`src/design/rsp_pkg.sv`:
```
// shared types and constants for the road segment projector
`default_nettype none

package rsp_pkg;

  // configuration port
  localparam int CFG_IDX_W  = 3;
  localparam int CFG_DATA_W = 24;

  typedef enum logic [CFG_IDX_W-1:0] {
    REG_CAM_DEPTH    = 3'd0,
    REG_ROAD_WIDTH   = 3'd1,
    REG_SCREEN_WIDTH = 3'd2,
    REG_SCREEN_HEIGHT = 3'd3,
    REG_TRACK_LENGTH = 3'd4
  } rsp_reg_e;

  // register reset values
  localparam logic [15:0] CAM_DEPTH_RST     = 16'd13763;
  localparam logic [15:0] ROAD_WIDTH_RST    = 16'd2000;
  localparam logic [11:0] SCREEN_WIDTH_RST  = 12'd1024;
  localparam logic [11:0] SCREEN_HEIGHT_RST = 12'd768;
  localparam logic [23:0] TRACK_LENGTH_RST  = 24'd320000;

  // item kinds
  localparam logic KIND_FRAME = 1'b0;
  localparam logic KIND_SEG   = 1'b1;

  // datapath sizes fixed by the field widths
  localparam int SCREEN_DIM_W = 12;
  localparam int REL_W        = 25;
  localparam int MAC_CHUNK_W  = 16;
  localparam int CAP_MAG      = 65536;

  typedef struct packed {
    logic               kind;
    logic signed [23:0] cam_x;
    logic signed [23:0] cam_y;
    logic        [23:0] cam_z;
    logic signed [23:0] seg_y;
    logic        [23:0] seg_z;
    logic signed [15:0] seg_curve;
    logic               seg_wrapped;
  } rsp_in_t;

  typedef struct packed {
    logic signed [15:0] screen_x;
    logic signed [15:0] screen_y;
    logic signed [15:0] screen_half_width;
    logic               visible;
    logic        [11:0] clip_y;
  } rsp_out_t;

  // multiply-accumulate control
  typedef struct packed {
    logic       en;
    logic       clr;
    logic [1:0] chunk;
  } rsp_mac_ctl_t;

endpackage

`default_nettype wire

```
`src/design/rsp_div.sv`:
```
// restoring divider, one quotient bit per cycle
`default_nettype none

module rsp_div #(
  parameter int QW = 26,
  parameter int DW = 25
) (
  input  wire logic          clk_i,
  input  wire logic          rst_ni,
  input  wire logic          start_i,
  input  wire logic [QW-1:0] num_i,
  input  wire logic [DW-1:0] den_i,
  output logic               done_o,
  output logic [QW-1:0]      quot_o
);

  localparam int CW = $clog2(QW + 1);

  logic          busy_q;
  logic          done_q;
  logic [CW-1:0] cnt_q;
  logic [QW-1:0] num_q;
  logic [DW-1:0] rem_q;
  logic [DW-1:0] den_q;
  logic [DW:0]   trial;
  logic [DW:0]   diff;
  logic          ge;

  assign trial = {rem_q, num_q[QW-1]};
  assign diff  = trial - {1'b0, den_q};
  assign ge    = (trial >= {1'b0, den_q});

  always_ff @(posedge clk_i or negedge rst_ni) begin
    if (!rst_ni) begin
      busy_q <= 1'b0;
      done_q <= 1'b0;
      cnt_q  <= '0;
    end else begin
      done_q <= 1'b0;
      if (start_i) begin
        busy_q <= 1'b1;
        cnt_q  <= CW'(QW);
      end else if (busy_q) begin
        cnt_q <= cnt_q - 1'b1;
        if (cnt_q == CW'(1)) begin
          busy_q <= 1'b0;
          done_q <= 1'b1;
        end
      end
    end
  end

  // dividend shifts out the top while quotient bits shift in below
  always_ff @(posedge clk_i) begin
    if (start_i) begin
      num_q <= num_i;
      rem_q <= '0;
      den_q <= den_i;
    end else if (busy_q) begin
      num_q <= {num_q[QW-2:0], ge};
      rem_q <= ge ? diff[DW-1:0] : trial[DW-1:0];
    end
  end

  assign done_o = done_q;
  assign quot_o = num_q;

endmodule

`default_nettype wire

```
`src/design/rsp_mac.sv`:
```
// shared multiply-accumulate unit, one 16-bit multiplier slice per cycle while enabled
`default_nettype none

module rsp_mac
  import rsp_pkg::*;
#(
  parameter int MW = 38,
  parameter int AW = 86
) (
  input  wire logic                   clk_i,
  input  wire rsp_mac_ctl_t           ctl_i,
  input  wire logic [MW-1:0]          a_i,
  input  wire logic [MAC_CHUNK_W-1:0] b_i,
  output logic [AW-1:0]               acc_o
);

  logic [MW+MAC_CHUNK_W-1:0] prod;
  logic [AW-1:0]             term;
  logic [AW-1:0]             acc_q;

  assign prod = a_i * b_i;
  // slice k of the multiplier weighs 2^(16k)
  assign term = AW'(prod) << {ctl_i.chunk, 4'b0000};

  always_ff @(posedge clk_i) begin
    if (ctl_i.en) begin
      acc_q <= ctl_i.clr ? term : acc_q + term;
    end
  end

  assign acc_o = acc_q;

endmodule

`default_nettype wire

```
`src/design/road_segment_projector.sv`:
```
// top level of the pseudo-3d road segment projector
//
// usage:
//   input channel (in_valid_i / in_stall_o / in_data_i) takes one beat per item.
//   a frame-start beat loads camera x, y, z, clears curve offset and slope and
//   resets the horizon to screen_height; it leaves the block idle and gives no result.
//   a segment beat gives exactly one result beat on the output channel
//   (out_valid_o / out_stall_i / out_data_o) with screen x, y, half width,
//   visibility and the clip line (horizon before this segment).
//   a segment is accepted, goes through the restoring divider and its done flag,
//   then through the shared 16-bit-slice multiply-accumulate unit, and ends in
//   the finish and output-load steps. depth not positive skips the divider and
//   multiplier and goes to the output load with zero position, half width
//   and visibility.
//   in_stall_o is high while a segment is in work.
//   the output register holds a result while out_stall_i is high; a new item is
//   still taken, and its result waits in the last step until the register frees.
//   configuration writes (cfg_we_i, cfg_idx_i, cfg_wdata_i) are registered directly.
//   reset (rst_ni low, asynchronous) restores the register defaults, clears the
//   camera and curve state, sets the horizon to 768 and empties the output.
`default_nettype none

module road_segment_projector
  import rsp_pkg::*;
#(
  parameter int SCALE_FRAC_BITS = 24
) (
  input  wire logic                  clk_i,
  input  wire logic                  rst_ni,
  input  wire logic                  in_valid_i,
  output logic                       in_stall_o,
  input  wire rsp_in_t               in_data_i,
  output logic                       out_valid_o,
  input  wire logic                  out_stall_i,
  output rsp_out_t                   out_data_o,
  input  wire logic                  cfg_we_i,
  input  wire logic [CFG_IDX_W-1:0]  cfg_idx_i,
  input  wire logic [CFG_DATA_W-1:0] cfg_wdata_i
);

  localparam int F   = SCALE_FRAC_BITS;
  localparam int QW  = F + 2;                      // scale quotient width
  localparam int MW  = QW + SCREEN_DIM_W;          // scale times screen dimension
  localparam int AW  = MW + 3 * MAC_CHUNK_W;       // accumulator width
  localparam int SHX = F + 9;
  localparam int SHY = F + 1;

  typedef enum logic [3:0] {
    ST_IDLE,
    ST_DIV,
    ST_SW,
    ST_SH,
    ST_X,
    ST_Y,
    ST_HW,
    ST_FIN,
    ST_EMIT
  } state_e;

  // configuration registers
  logic [15:0] cam_depth_q;
  logic [15:0] road_w_q;
  logic [11:0] scr_w_q;
  logic [11:0] scr_h_q;
  logic [23:0] track_len_q;

  // camera and curve state
  logic signed [23:0] cam_x_q;
  logic signed [23:0] cam_y_q;
  logic        [23:0] cam_z_q;
  logic signed [31:0] curve_off_q;
  logic signed [23:0] curve_slope_q;
  logic signed [15:0] horizon_q;

  // sequencer and output
  state_e   state_q;
  logic [1:0] chunk_q;
  logic     out_valid_q;
  rsp_out_t out_q;

  // per-segment working registers
  logic [32:0]        dx_mag_q;
  logic               dx_neg_q;
  logic [24:0]        dy_mag_q;
  logic               dy_neg_q;
  logic [11:0]        clip_q;
  logic [MW-1:0]      a_q;      // scale * screen width
  logic [MW-1:0]      b_q;      // scale * screen height
  logic signed [15:0] sx_q;
  logic signed [15:0] sy_q;
  logic signed [15:0] hw_q;
  logic               vis_q;

  // accept and per-item arithmetic
  logic               in_acc;
  logic               seg_acc;
  logic signed [25:0] rel;
  logic               rel_pos;
  logic [32:0]        dx;
  logic [24:0]        dy;
  logic [32:0]        off_sum;
  logic [24:0]        slope_sum;
  logic [31:0]        off_sat;
  logic [23:0]        slope_sat;
  logic [11:0]        clip_now;

  // divider
  logic          div_start;
  logic [QW-1:0] div_num;
  logic          div_done;
  logic [QW-1:0] quot;

  // multiply-accumulate
  rsp_mac_ctl_t           mac_ctl;
  logic [MW-1:0]          mac_a;
  logic [MAC_CHUNK_W-1:0] mac_b;
  logic [AW-1:0]          acc;

  // finish logic
  logic [AW-1:0] shx;
  logic [AW-1:0] shy;
  logic [16:0]   mx;
  logic [16:0]   my;
  logic [17:0]   half_w;
  logic [17:0]   half_h;
  logic [17:0]   sx_raw;
  logic [17:0]   sy_raw;
  logic [15:0]   sx_fin;
  logic [15:0]   sy_fin;
  logic [15:0]   hw_fin;
  logic          fin_vis;
  logic          out_free;

  function automatic logic [15:0] sat16(input logic [17:0] v);
    logic [15:0] r;
    if (v[17:15] == 3'b000 || v[17:15] == 3'b111) begin
      r = v[15:0];
    end else begin
      r = v[17] ? 16'h8000 : 16'h7FFF;
    end
    return r;
  endfunction

  assign in_stall_o = (state_q != ST_IDLE);
  assign in_acc     = in_valid_i && !in_stall_o;
  assign seg_acc    = in_acc && (in_data_i.kind == KIND_SEG);
  assign out_free   = !out_valid_q || !out_stall_i;

  // depth relative to the camera, track length added past the wrap
  assign rel = $signed({2'b00, in_data_i.seg_z}) - $signed({2'b00, cam_z_q})
             + (in_data_i.seg_wrapped ? $signed({2'b00, track_len_q}) : 26'sd0);
  assign rel_pos = !rel[25] && (rel != 26'sd0);

  // lateral offset in signed q25.8 (33 bits) and height difference
  assign dx = {curve_off_q[31], curve_off_q} - {cam_x_q[23], cam_x_q, 8'h00};
  assign dy = {in_data_i.seg_y[23], in_data_i.seg_y} - {cam_y_q[23], cam_y_q};

  // curve accumulators, both saturating
  assign off_sum   = {curve_off_q[31], curve_off_q} + {{9{curve_slope_q[23]}}, curve_slope_q};
  assign slope_sum = {curve_slope_q[23], curve_slope_q}
                   + {{9{in_data_i.seg_curve[15]}}, in_data_i.seg_curve};

  always_comb begin
    case (off_sum[32:31])
      2'b01:   off_sat = 32'h7FFF_FFFF;
      2'b10:   off_sat = 32'h8000_0000;
      default: off_sat = off_sum[31:0];
    endcase
    case (slope_sum[24:23])
      2'b01:   slope_sat = 24'h7F_FFFF;
      2'b10:   slope_sat = 24'h80_0000;
      default: slope_sat = slope_sum[23:0];
    endcase
  end

  // clip line: horizon clamped to the 12-bit screen range
  assign clip_now = horizon_q[15] ? 12'd0
                  : ((horizon_q[14:12] != 3'd0) ? 12'hFFF : horizon_q[11:0]);

  // scale numerator: cam_depth moved from 14 to F fraction bits
  assign div_num   = QW'(cam_depth_q) << (F - 14);
  assign div_start = seg_acc && rel_pos;

  rsp_div #(
    .QW (QW),
    .DW (REL_W)
  ) u_div (
    .clk_i   (clk_i),
    .rst_ni  (rst_ni),
    .start_i (div_start),
    .num_i   (div_num),
    .den_i   (rel[REL_W-1:0]),
    .done_o  (div_done),
    .quot_o  (quot)
  );

  // operand selection for the shared multiply-accumulate
  always_comb begin
    mac_ctl = '0;
    mac_a   = '0;
    mac_b   = '0;
    case (state_q)
      ST_SW: begin
        mac_ctl.en  = 1'b1;
        mac_ctl.clr = 1'b1;
        mac_a       = MW'(quot);
        mac_b       = {4'b0000, scr_w_q};
      end
      ST_SH: begin
        mac_ctl.en  = 1'b1;
        mac_ctl.clr = 1'b1;
        mac_a       = MW'(quot);
        mac_b       = {4'b0000, scr_h_q};
      end
      ST_X: begin
        mac_ctl.en    = 1'b1;
        mac_ctl.clr   = (chunk_q == 2'd0);
        mac_ctl.chunk = chunk_q;
        mac_a         = a_q;
        case (chunk_q)
          2'd0:    mac_b = dx_mag_q[15:0];
          2'd1:    mac_b = dx_mag_q[31:16];
          default: mac_b = {15'd0, dx_mag_q[32]};
        endcase
      end
      ST_Y: begin
        mac_ctl.en    = 1'b1;
        mac_ctl.clr   = (chunk_q == 2'd0);
        mac_ctl.chunk = chunk_q;
        mac_a         = b_q;
        mac_b         = (chunk_q == 2'd0) ? dy_mag_q[15:0] : {7'd0, dy_mag_q[24:16]};
      end
      ST_HW: begin
        mac_ctl.en  = 1'b1;
        mac_ctl.clr = 1'b1;
        mac_a       = a_q;
        mac_b       = road_w_q;
      end
      default: ;
    endcase
  end

  rsp_mac #(
    .MW (MW),
    .AW (AW)
  ) u_mac (
    .clk_i (clk_i),
    .ctl_i (mac_ctl),
    .a_i   (mac_a),
    .b_i   (mac_b),
    .acc_o (acc)
  );

  // finish: scale down, cap at 65536, apply sign around the screen centre
  assign shx    = acc >> SHX;
  assign shy    = acc >> SHY;
  assign mx     = (shx > AW'(CAP_MAG)) ? 17'h1_0000 : shx[16:0];
  assign my     = (shy > AW'(CAP_MAG)) ? 17'h1_0000 : shy[16:0];
  assign half_w = {7'd0, scr_w_q[11:1]};
  assign half_h = {7'd0, scr_h_q[11:1]};
  assign sx_raw = dx_neg_q ? (half_w - {1'b0, mx}) : (half_w + {1'b0, mx});
  assign sy_raw = dy_neg_q ? (half_h + {1'b0, my}) : (half_h - {1'b0, my});
  assign sx_fin = sat16(sx_raw);
  assign sy_fin = sat16(sy_raw);
  assign hw_fin = (my[16:15] != 2'b00) ? 16'h7FFF : {1'b0, my[14:0]};
  assign fin_vis = (sy_q < horizon_q);

  // configuration registers
  always_ff @(posedge clk_i or negedge rst_ni) begin
    if (!rst_ni) begin
      cam_depth_q <= CAM_DEPTH_RST;
      road_w_q    <= ROAD_WIDTH_RST;
      scr_w_q     <= SCREEN_WIDTH_RST;
      scr_h_q     <= SCREEN_HEIGHT_RST;
      track_len_q <= TRACK_LENGTH_RST;
    end else if (cfg_we_i) begin
      case (rsp_reg_e'(cfg_idx_i))
        REG_CAM_DEPTH:     cam_depth_q <= cfg_wdata_i[15:0];
        REG_ROAD_WIDTH:    road_w_q    <= cfg_wdata_i[15:0];
        REG_SCREEN_WIDTH:  scr_w_q     <= cfg_wdata_i[11:0];
        REG_SCREEN_HEIGHT: scr_h_q     <= cfg_wdata_i[11:0];
        REG_TRACK_LENGTH:  track_len_q <= cfg_wdata_i[23:0];
        default: ;
      endcase
    end
  end

  // camera, curve and horizon state
  always_ff @(posedge clk_i or negedge rst_ni) begin
    if (!rst_ni) begin
      cam_x_q       <= '0;
      cam_y_q       <= '0;
      cam_z_q       <= '0;
      curve_off_q   <= '0;
      curve_slope_q <= '0;
      horizon_q     <= {4'd0, SCREEN_HEIGHT_RST};
    end else begin
      if (in_acc && (in_data_i.kind == KIND_FRAME)) begin
        cam_x_q       <= in_data_i.cam_x;
        cam_y_q       <= in_data_i.cam_y;
        cam_z_q       <= in_data_i.cam_z;
        curve_off_q   <= '0;
        curve_slope_q <= '0;
        horizon_q     <= {4'd0, scr_h_q};
      end else if (seg_acc) begin
        // offset takes the old slope, slope adds the segment curve
        curve_off_q   <= off_sat;
        curve_slope_q <= slope_sat;
      end else if (state_q == ST_FIN && fin_vis) begin
        horizon_q <= sy_q;
      end
    end
  end

  // sequencer with registered output beat
  always_ff @(posedge clk_i or negedge rst_ni) begin
    if (!rst_ni) begin
      state_q     <= ST_IDLE;
      chunk_q     <= '0;
      out_valid_q <= 1'b0;
      out_q       <= '0;
    end else begin
      // the emit step reloads the register itself
      if (out_valid_q && !out_stall_i && (state_q != ST_EMIT)) begin
        out_valid_q <= 1'b0;
      end
      case (state_q)
        ST_IDLE: begin
          if (seg_acc) begin
            state_q <= rel_pos ? ST_DIV : ST_EMIT;
          end
        end
        ST_DIV: begin
          if (div_done) begin
            state_q <= ST_SW;
          end
        end
        ST_SW: begin
          state_q <= ST_SH;
        end
        ST_SH: begin
          state_q <= ST_X;
          chunk_q <= 2'd0;
        end
        ST_X: begin
          if (chunk_q == 2'd2) begin
            state_q <= ST_Y;
            chunk_q <= 2'd0;
          end else begin
            chunk_q <= chunk_q + 2'd1;
          end
        end
        ST_Y: begin
          if (chunk_q == 2'd1) begin
            state_q <= ST_HW;
            chunk_q <= 2'd0;
          end else begin
            chunk_q <= chunk_q + 2'd1;
          end
        end
        ST_HW: begin
          state_q <= ST_FIN;
        end
        ST_FIN: begin
          state_q <= ST_EMIT;
        end
        ST_EMIT: begin
          if (out_free) begin
            out_valid_q             <= 1'b1;
            out_q.screen_x          <= sx_q;
            out_q.screen_y          <= sy_q;
            out_q.screen_half_width <= hw_q;
            out_q.visible           <= vis_q;
            out_q.clip_y            <= clip_q;
            state_q                 <= ST_IDLE;
          end
        end
        default: begin
          state_q <= ST_IDLE;
        end
      endcase
    end
  end

  // per-segment working registers
  always_ff @(posedge clk_i) begin
    if (seg_acc) begin
      dx_neg_q <= dx[32];
      dx_mag_q <= dx[32] ? (33'd0 - dx) : dx;
      dy_neg_q <= dy[24];
      dy_mag_q <= dy[24] ? (25'd0 - dy) : dy;
      clip_q   <= clip_now;
      sx_q     <= '0;
      sy_q     <= '0;
      hw_q     <= '0;
      vis_q    <= 1'b0;
    end
    if (state_q == ST_SH) begin
      a_q <= acc[MW-1:0];
    end
    if (state_q == ST_X && chunk_q == 2'd0) begin
      b_q <= acc[MW-1:0];
    end
    if (state_q == ST_Y && chunk_q == 2'd0) begin
      sx_q <= sx_fin;
    end
    if (state_q == ST_HW) begin
      sy_q <= sy_fin;
    end
    if (state_q == ST_FIN) begin
      hw_q  <= hw_fin;
      vis_q <= fin_vis;
    end
  end

  assign out_valid_o = out_valid_q;
  assign out_data_o  = out_q;

  // divider only finishes while the sequencer waits for it
  assert property (@(posedge clk_i) disable iff (!rst_ni)
    div_done |-> (state_q == ST_DIV))
    else $error("divider finished outside the divide step");

  // the horizon never rises inside a frame
  assert property (@(posedge clk_i) disable iff (!rst_ni)
    (state_q == ST_FIN) |=> (horizon_q <= $past(horizon_q)))
    else $error("horizon moved up on a segment");

  // a visible segment leaves its own y as the new horizon
  assert property (@(posedge clk_i) disable iff (!rst_ni)
    (state_q == ST_FIN && fin_vis) |=> (horizon_q == sy_q && vis_q))
    else $error("visible segment did not lower the horizon");

  // a finished segment with a free output register is delivered next cycle
  assert property (@(posedge clk_i) disable iff (!rst_ni)
    (state_q == ST_EMIT && out_free) |=> (out_valid_q && state_q == ST_IDLE))
    else $error("result beat not loaded");

endmodule

`default_nettype wire
```
`config.mk`:
```
export PLATFORM = sky130hd
export DESIGN_NAME = road_segment_projector
export DESIGN_NICKNAME = d
export VERILOG_FILES = /design/src/design/rsp_pkg.sv /design/src/design/rsp_div.sv /design/src/design/rsp_mac.sv /design/src/design/road_segment_projector.sv
export SDC_FILE = /design/constraint.sdc
export NUM_CORES = 2
export LEC_CHECK = 0
export BUFFER_PORTS_ARGS = -buffer_cell sky130_fd_sc_hd__buf_4
export CAP_MARGIN = 20
export CORE_MARGIN = 4
export CORE_UTILIZATION = 30
export DETAILED_ROUTE_END_ITERATION = 12
export PLACE_DENSITY_LB_ADDON = 0.25
export RECOVER_POWER = 25
export SYNTH_ARGS = -nofsm -noshare
export SYNTH_HDL_FRONTEND = slang
export SYNTH_HIERARCHICAL = 1
export SYNTH_SLANG_ARGS = --single-unit
```
`constraint.sdc`:
```
create_clock -name clk_i -period 21.7 [get_ports clk_i]
set_input_delay 3.255 -clock clk_i [delete_from_list [all_inputs] [get_ports clk_i]]
set_output_delay 3.255 -clock clk_i [all_outputs]
set_load 0.02 [all_outputs]
```
Word-level counts from Yosys, hierarchy flattened. Cells that the tools add are included. W data, S select, Z words.

Bits in latches: 0. Flip-flop bits (word level): 658. Memory bits (writable): 0. Output and inout bits: 63. Word-level logic and storage cells: 195. Bits of input ports: 170. Bits in read-only memories: 0. Memories kept: 0.

Reductions and logical operators: 45. Div/mod/pow operators: 0. Add/sub/neg operators: 16. Bitwise logic cells: 1. Muxes and demuxes: 59. $lt $le $gt $ge: 4. Equality and inequality tests: 28. Multipliers: 1. Shift-type cells: 1.

Operators with widths (number): $mux W16 (12); $pmux W38 S3 (1); $mux W24 (4); $mux W32 (3); $add A86 B86 Y86 (1); $mux W86 (1); $shl A54 B6 Y86 (1); $pmux W16 S5 (1); $pmux W32 S2 (1); $gt A61 B17 Y1 const B (1); $mul A38 B16 Y54 (1); $gt A53 B17 Y1 const B (1); $mux W26 (2); $sub A24 B24 Y25 (2); $pmux W24 S2 (1); $add A11 B17 Y18 (2); $mux W18 (2); $pmux W4 S9 (1); $sub A11 B17 Y18 (2); $mux W17 (2); $add A32 B24 Y33 (1); $sub A1 B33 Y33 const A (1); $sub A32 B32 Y33 (1); $pmux W16 S2 (1); 45 further kinds (109).

Logic depth before layout (Yosys ltp).
Depth in word-level cells: 8. Gate-level depth with buffers: 48. Gate-level depth less buffers: 43.

By module. The synthesis kept the hierarchy.

Modules (own cells, without submodules): road_segment_projector (area an instance 30310.3 µm², sequential area each 13197.7 µm², times used 1, cells each 3075); rsp_mac (area an instance 30028.8 µm², sequential area each 2582.5 µm², times used 1, cells each 3643); rsp_div (area an instance 4855.9 µm², sequential area each 2207.1 µm², times used 1, cells each 483).

Worst setup path after synthesis. Ideal clock, no wire load.

Path kind: register to register. Start: reg state_q[1]. End: reg u_mac.acc_q[75], in the netlist u_mac/acc_o[75] (data pin). Setup slack: 9.413 ns. Data arrival time: 12.027 ns. Library setup time: 0.260 ns. Data required time: 21.440 ns. Stages on the path, launching flop included: 45. Period minus slack after synthesis: 12.287 ns. Buffers on the path: 5. Path through: dfrtp_1 clkbuf_1 clkbuf_1 nand2_1 nor2_1 a22oi_1 nand3_1 clkbuf_1 clkbuf_1 nand2_1 fa_1 inv_1 fa_1 inv_1 fa_1 inv_1 fa_1 fa_1 [... 9 more ...] o41ai_1 inv_1 nand2_1 xor2_1 o21a_1 o21ai_0 ha_1 and3_4 nand2_2 or4_1 a311o_1 or2_0 o22ai_1 o31ai_2 o21ai_1 a21oi_1 xnor2_1 mux2_2.

Elaborated cells between the ends (all ways): 17. Those cells by class: add/sub (1); mul (1); eq/ne (5); shift (1); mux (5); reduce/logical (4).

RTL lines: start, declared (RTL line road_segment_projector.sv:76) `state_e state_q;`; start signal, assigned (RTL line road_segment_projector.sv:330) `state_q <= rel_pos ? ST_DIV : ST_EMIT;`; $eq A4 B3 Y1 / $eq A4 B2 Y1 (equally long branches) (RTL line road_segment_projector.sv:202) `case (state_q)`; $pmux W16 S5 * (RTL line road_segment_projector.sv:202); via mac_b[6] (RTL line road_segment_projector.sv:116) `logic [MAC_CHUNK_W-1:0] mac_b;`; $mul A38 B16 Y54 * (RTL line rsp_mac.sv:21) `assign prod = a_i * b_i;`; $shl A54 B6 Y86 * (RTL line rsp_mac.sv:23) `assign term = AW'(prod) << {ctl_i.chunk, 4'b0000};`; $add A86 B86 Y86 (RTL line rsp_mac.sv:27) `acc_q <= ctl_i.clr ? term : acc_q + term;`; $mux W86 * (RTL line rsp_mac.sv:27); end signal, assigned (RTL line rsp_mac.sv:27); end, declared (RTL line rsp_mac.sv:19) `logic [AW-1:0] acc_q;`.

Mark *: on every way through the listed nets, which the timed path passes. The rest lies on a longest branch. A chain may end at the register's enable or synchronous reset.

Final worst setup path.
Start: reg state_q[0]. End: reg u_mac.acc_q[83], in the netlist u_mac/acc_o[83] (data pin).

Same word-level chain as after synthesis.

==> results.json <==
{
  "rsz0062_at_grt": "false",
  "fin_crit_sh_pct": 70.9,
  "start_util_pct": 30.3,
  "post_synth_mux_area_share_pct": 4.11,
  "syn_inst": 7201,
  "p_per_area_nw_per_um2": 175,
  "async_flop_share_pct": 45.4,
  "hold_violations": 0,
  "p_total_uw": 12700,
  "netlist_area_um2": 65200,
  "status": "finished with violations",
  "synth_area_per_cell_um2": 9.05,
  "setup_viol": 0,
  "num_vias": 53100,
  "drt-initial-drc-count": 4256,
  "track_usage_pct": 18.0,
  "slew_viol_final": 288,
  "cp.required_ns": 22.13,
  "max_slew.worst_pin.slew_ns": 4.03,
  "cts_root_buf": "clkbuf_16",
  "pre_cts_slack_ns": 8.52,
  "finClkSkew_ns": 0.0624,
  "max-vdd-ir-drop_v": 0.000123,
  "cts_resized": 0,
  "synth_edf_count": 333,
  "io_pins": 233,
  "detail-route-antenna-nets": 0,
  "drive_gt1_share_pct": 10.0,
  "tns_ns": 0,
  "via_per_inst": 5.22,
  "violations": "capacitance limit, slew limit",
  "netlist-cell-type-count": 126,
  "area_growth_pct": 10.9,
  "crit_fanout": 39,
  "slowest_delay_ns": 1.79,
  "startpoint_type": "register",
  "slew_headroom_pct": -169,
  "clk_pin_slew_worst_paths_ns": 0.06,
  "drv_cap": 6,
  "cp-end-kind": "register",
  "reg2reg_slack_ns": 6.32,
  "synthAdderAreaFrac_pct": 24.1,
  "die-area_um2": 225000,
  "final_core_util_pct": 33.6,
  "crit_top_cell": "fa_1",
  "setup_slack_ns": 6.32,
  "power.static_leakage_uw": 0.0321,
  "insertion_delay_ns": 0.72,
  "fillCellCount": 22200,
  "grt_antenna_before_repair": 9,
  "synth_warnings": 6,
  "grt_max_degree": 116,
  "max_freq_mhz": 65.0,
  "yosysSeqAreaShare_pct": 27.6,
  "fp.dieH_um": 474,
  "grt_pass1_wl_um": 320000,
  "finalWeightedCongestion": 0.904,
  "firstDrtPassIters": 7,
  "die_w_um": 474,
  "clk_path_buf_depth": 3,
  "cp_data_arrival_time_ns": 15.82,
  "min_path_cells": 1,
  "coreArea_um2": 215000,
  "critPathKind": "reg -> reg",
  "synth_top_family_by_area": "adder cells",
  "cts_buffers": 80,
  "cts_hold_buf": 0,
  "final_nets": 8379,
  "cts_tree": "built",
  "ys_seq_elements": 656,
  "r2r-start": "state_q[0]$_DFFE_PN0P_",
  "synth_compound_area_share_pct": 16.8,
  "clock_sinks": 656,
  "htreeDepth": 3,
  "port_buffers": 231,
  "min_from": "hw_q[10]$_SDFFCE_PN0P_",
  "hold_end": "out_data_o[23]$_DFFE_PN0P_",
  "synthXorXnorAreaFrac_pct": 4.58,
  "hold_path.class": "reg -> reg",
  "dp_hpwl_um": 161000,
  "synthFlopType": "edfxtp_1",
  "reg2reg_to": "u_mac/acc_o[83]$_DFFE_PP_",
  "grt_overflow": 0,
  "drc": 0,
  "detail_route.wl_per_cell_um": 20.2,
  "synthSimpleGateAreaFrac_pct": 15.6,
  "cpMaxStageDelayCell": "clkbuf_1",
  "first_global_vias": 53500,
  "routed_wl_um": 205000,
  "worst-r2r-cell-count": 42,
  "postCtsSetupBuffers": 0,
  "rows": 170,
  "fin_crit_ns": 15.38
}
cell type report:
class | instances | area [um2] | share of cell area (%)
Clock inverter | 42 | 549 | 0.759
Timing Repair Buffer | 298 | 2180 | 3.01
Tap cell | 2838 | 3550 | 4.91
Sequential cell | 656 | 18000 | 24.9
Multi-Input combinational cell | 5358 | 42600 | 58.9
Inverter | 868 | 3260 | 4.51
Antenna cell | 2 | 5.00 | 0.00692
Clock buffer | 107 | 2190 | 3.03
routing by layer:
metal	GRT usage [%]	wire length, um	up-vias
li1	-	-	24900
met5	0	27	-
met2	29.2	93900	1463
met4	4.64	5040	4
met3	2.30	11000	251
met1	25.2	94900	26500
stage by stage:
stage,std cells,hold WS [ns],area [um2]
3_5_place_dp,10000,0.464,69700
2_1_floorplan,7211,0.450,65200
5_1_grt,10200,0.491,72300
6_report,10200,0.482,72300
4_1_cts,10200,0.483,72400
3_3_place_gp,10000,0.462,69700
flip-flops by register name, indices dropped and copies added (netlist names), 24 cells and up:
| signal | cells |
|---|---|
| cam_y_q | 24 |
| dx_mag_q | 33 |
| track_len_q | 24 |
| u_div/quot_o | 26 |
| dy_mag_q | 25 |
| u_div/den_q | 25 |
| out_data_o | 60 |
| curve_slope_q | 24 |
| u_div/rem_q | 25 |
| a_q | 38 |
| b_q | 38 |
| cam_x_q | 24 |
| cam_z_q | 24 |
| u_mac/acc_o | 86 |
| curve_off_q | 32 |
worst max-delay path, delay by kind of cell (launching register included):
kind,cells,cell delay (ns)
flip-flops,1,0.63
XOR/XNOR,1,0.89
adder cells (fa/ha/maj),8,3.63
buffers and inverters,6,2.47
multiplexers,1,0.27
AO/OA/AOI/OAI,13,3.62
AND/OR/NAND/NOR,13,3.54
cell usage after synthesis (all sizes together), types with 70 or more instances:
library cell / number / area, um2
o31ai: 73 / 573
nor3: 109 / 561
inv: 866 / 3250
xor2: 116 / 1020
clkbuf: 285 / 1180
xnor2: 225 / 1970
fa: 512 / 10200
and2: 270 / 1690
dfrtp: 274 / 6860
o21bai: 70 / 526
nand2: 902 / 3390
edfxtp: 333 / 10000
a21o: 203 / 1530
ha: 435 / 5440
a21oi: 441 / 2220
mux2: 201 / 2260
o21ai: 360 / 1810
nor2: 385 / 1450
nand3: 116 / 581
cell usage in the layout, fill, tap and decap left out, types with 68 or more instances in the layout:
| cell | netlist | routed |
|---|---|---|
| o21ai_0 | 337 | 335 |
| fa_1 | 512 | 512 |
| a21oi_1 | 437 | 437 |
| o31ai_1 | 68 | 68 |
| nor3_1 | 106 | 103 |
| nor2_1 | 385 | 383 |
| nand2_1 | 901 | 901 |
| and2_1 | 267 | 264 |
| xor2_1 | 116 | 116 |
| inv_1 | 863 | 862 |
| clkbuf_16 | 0 | 81 |
| xnor2_1 | 225 | 225 |
| edfxtp_1 | 333 | 333 |
| a21o_1 | 200 | 200 |
| dfrtp_1 | 274 | 274 |
| buf_4 | 5 | 280 |
| o21bai_1 | 70 | 70 |
| ha_1 | 435 | 435 |
| mux2_2 | 201 | 201 |
| nand3_1 | 116 | 113 |
how the worst max path moves through the flow:
stage	cells past startpoint	endpoint	start	slack [ns]
after floorplan	44	u_mac/acc_o[75]$_DFFE_PP_	state_q[1]$_DFFE_PN0P_	9.41
after global placement	38	u_mac/acc_o[66]$_DFFE_PP_	state_q[0]$_DFFE_PN0P_	8.77
after detailed placement	42	u_mac/acc_o[66]$_DFFE_PP_	state_q[0]$_DFFE_PN0P_	8.52
after CTS	42	u_mac/acc_o[66]$_DFFE_PP_	state_q[0]$_DFFE_PN0P_	8.46
after global routing	42	u_mac/acc_o[83]$_DFFE_PP_	state_q[0]$_DFFE_PN0P_	5.48
final	42	u_mac/acc_o[83]$_DFFE_PP_	state_q[0]$_DFFE_PN0P_	6.32
power by group:
group          leakage [uW]  internal (uW)  total [uW]  switching [uW]
clock network       0.00133            828        1420             587
logic                0.0238           3180        8770            5590
registers           0.00699           2090        2500             411
total                0.0321           6100       12700            6580
cells by family (layout without fill, tap and decap cells):
| family | Yosys count | after routing |
|---|---|---|
| xor+xnor | 341 | 341 |
| simple gates | 2153 | 2153 |
| flops | 656 | 656 |
| fa+ha+maj | 947 | 947 |
| buf+inv | 1197 | 1315 |
| compound gates | 1665 | 1665 |
| mux | 241 | 241 |
| other cells | 1 | 13 |
Power figures use the tool's default switching activity.
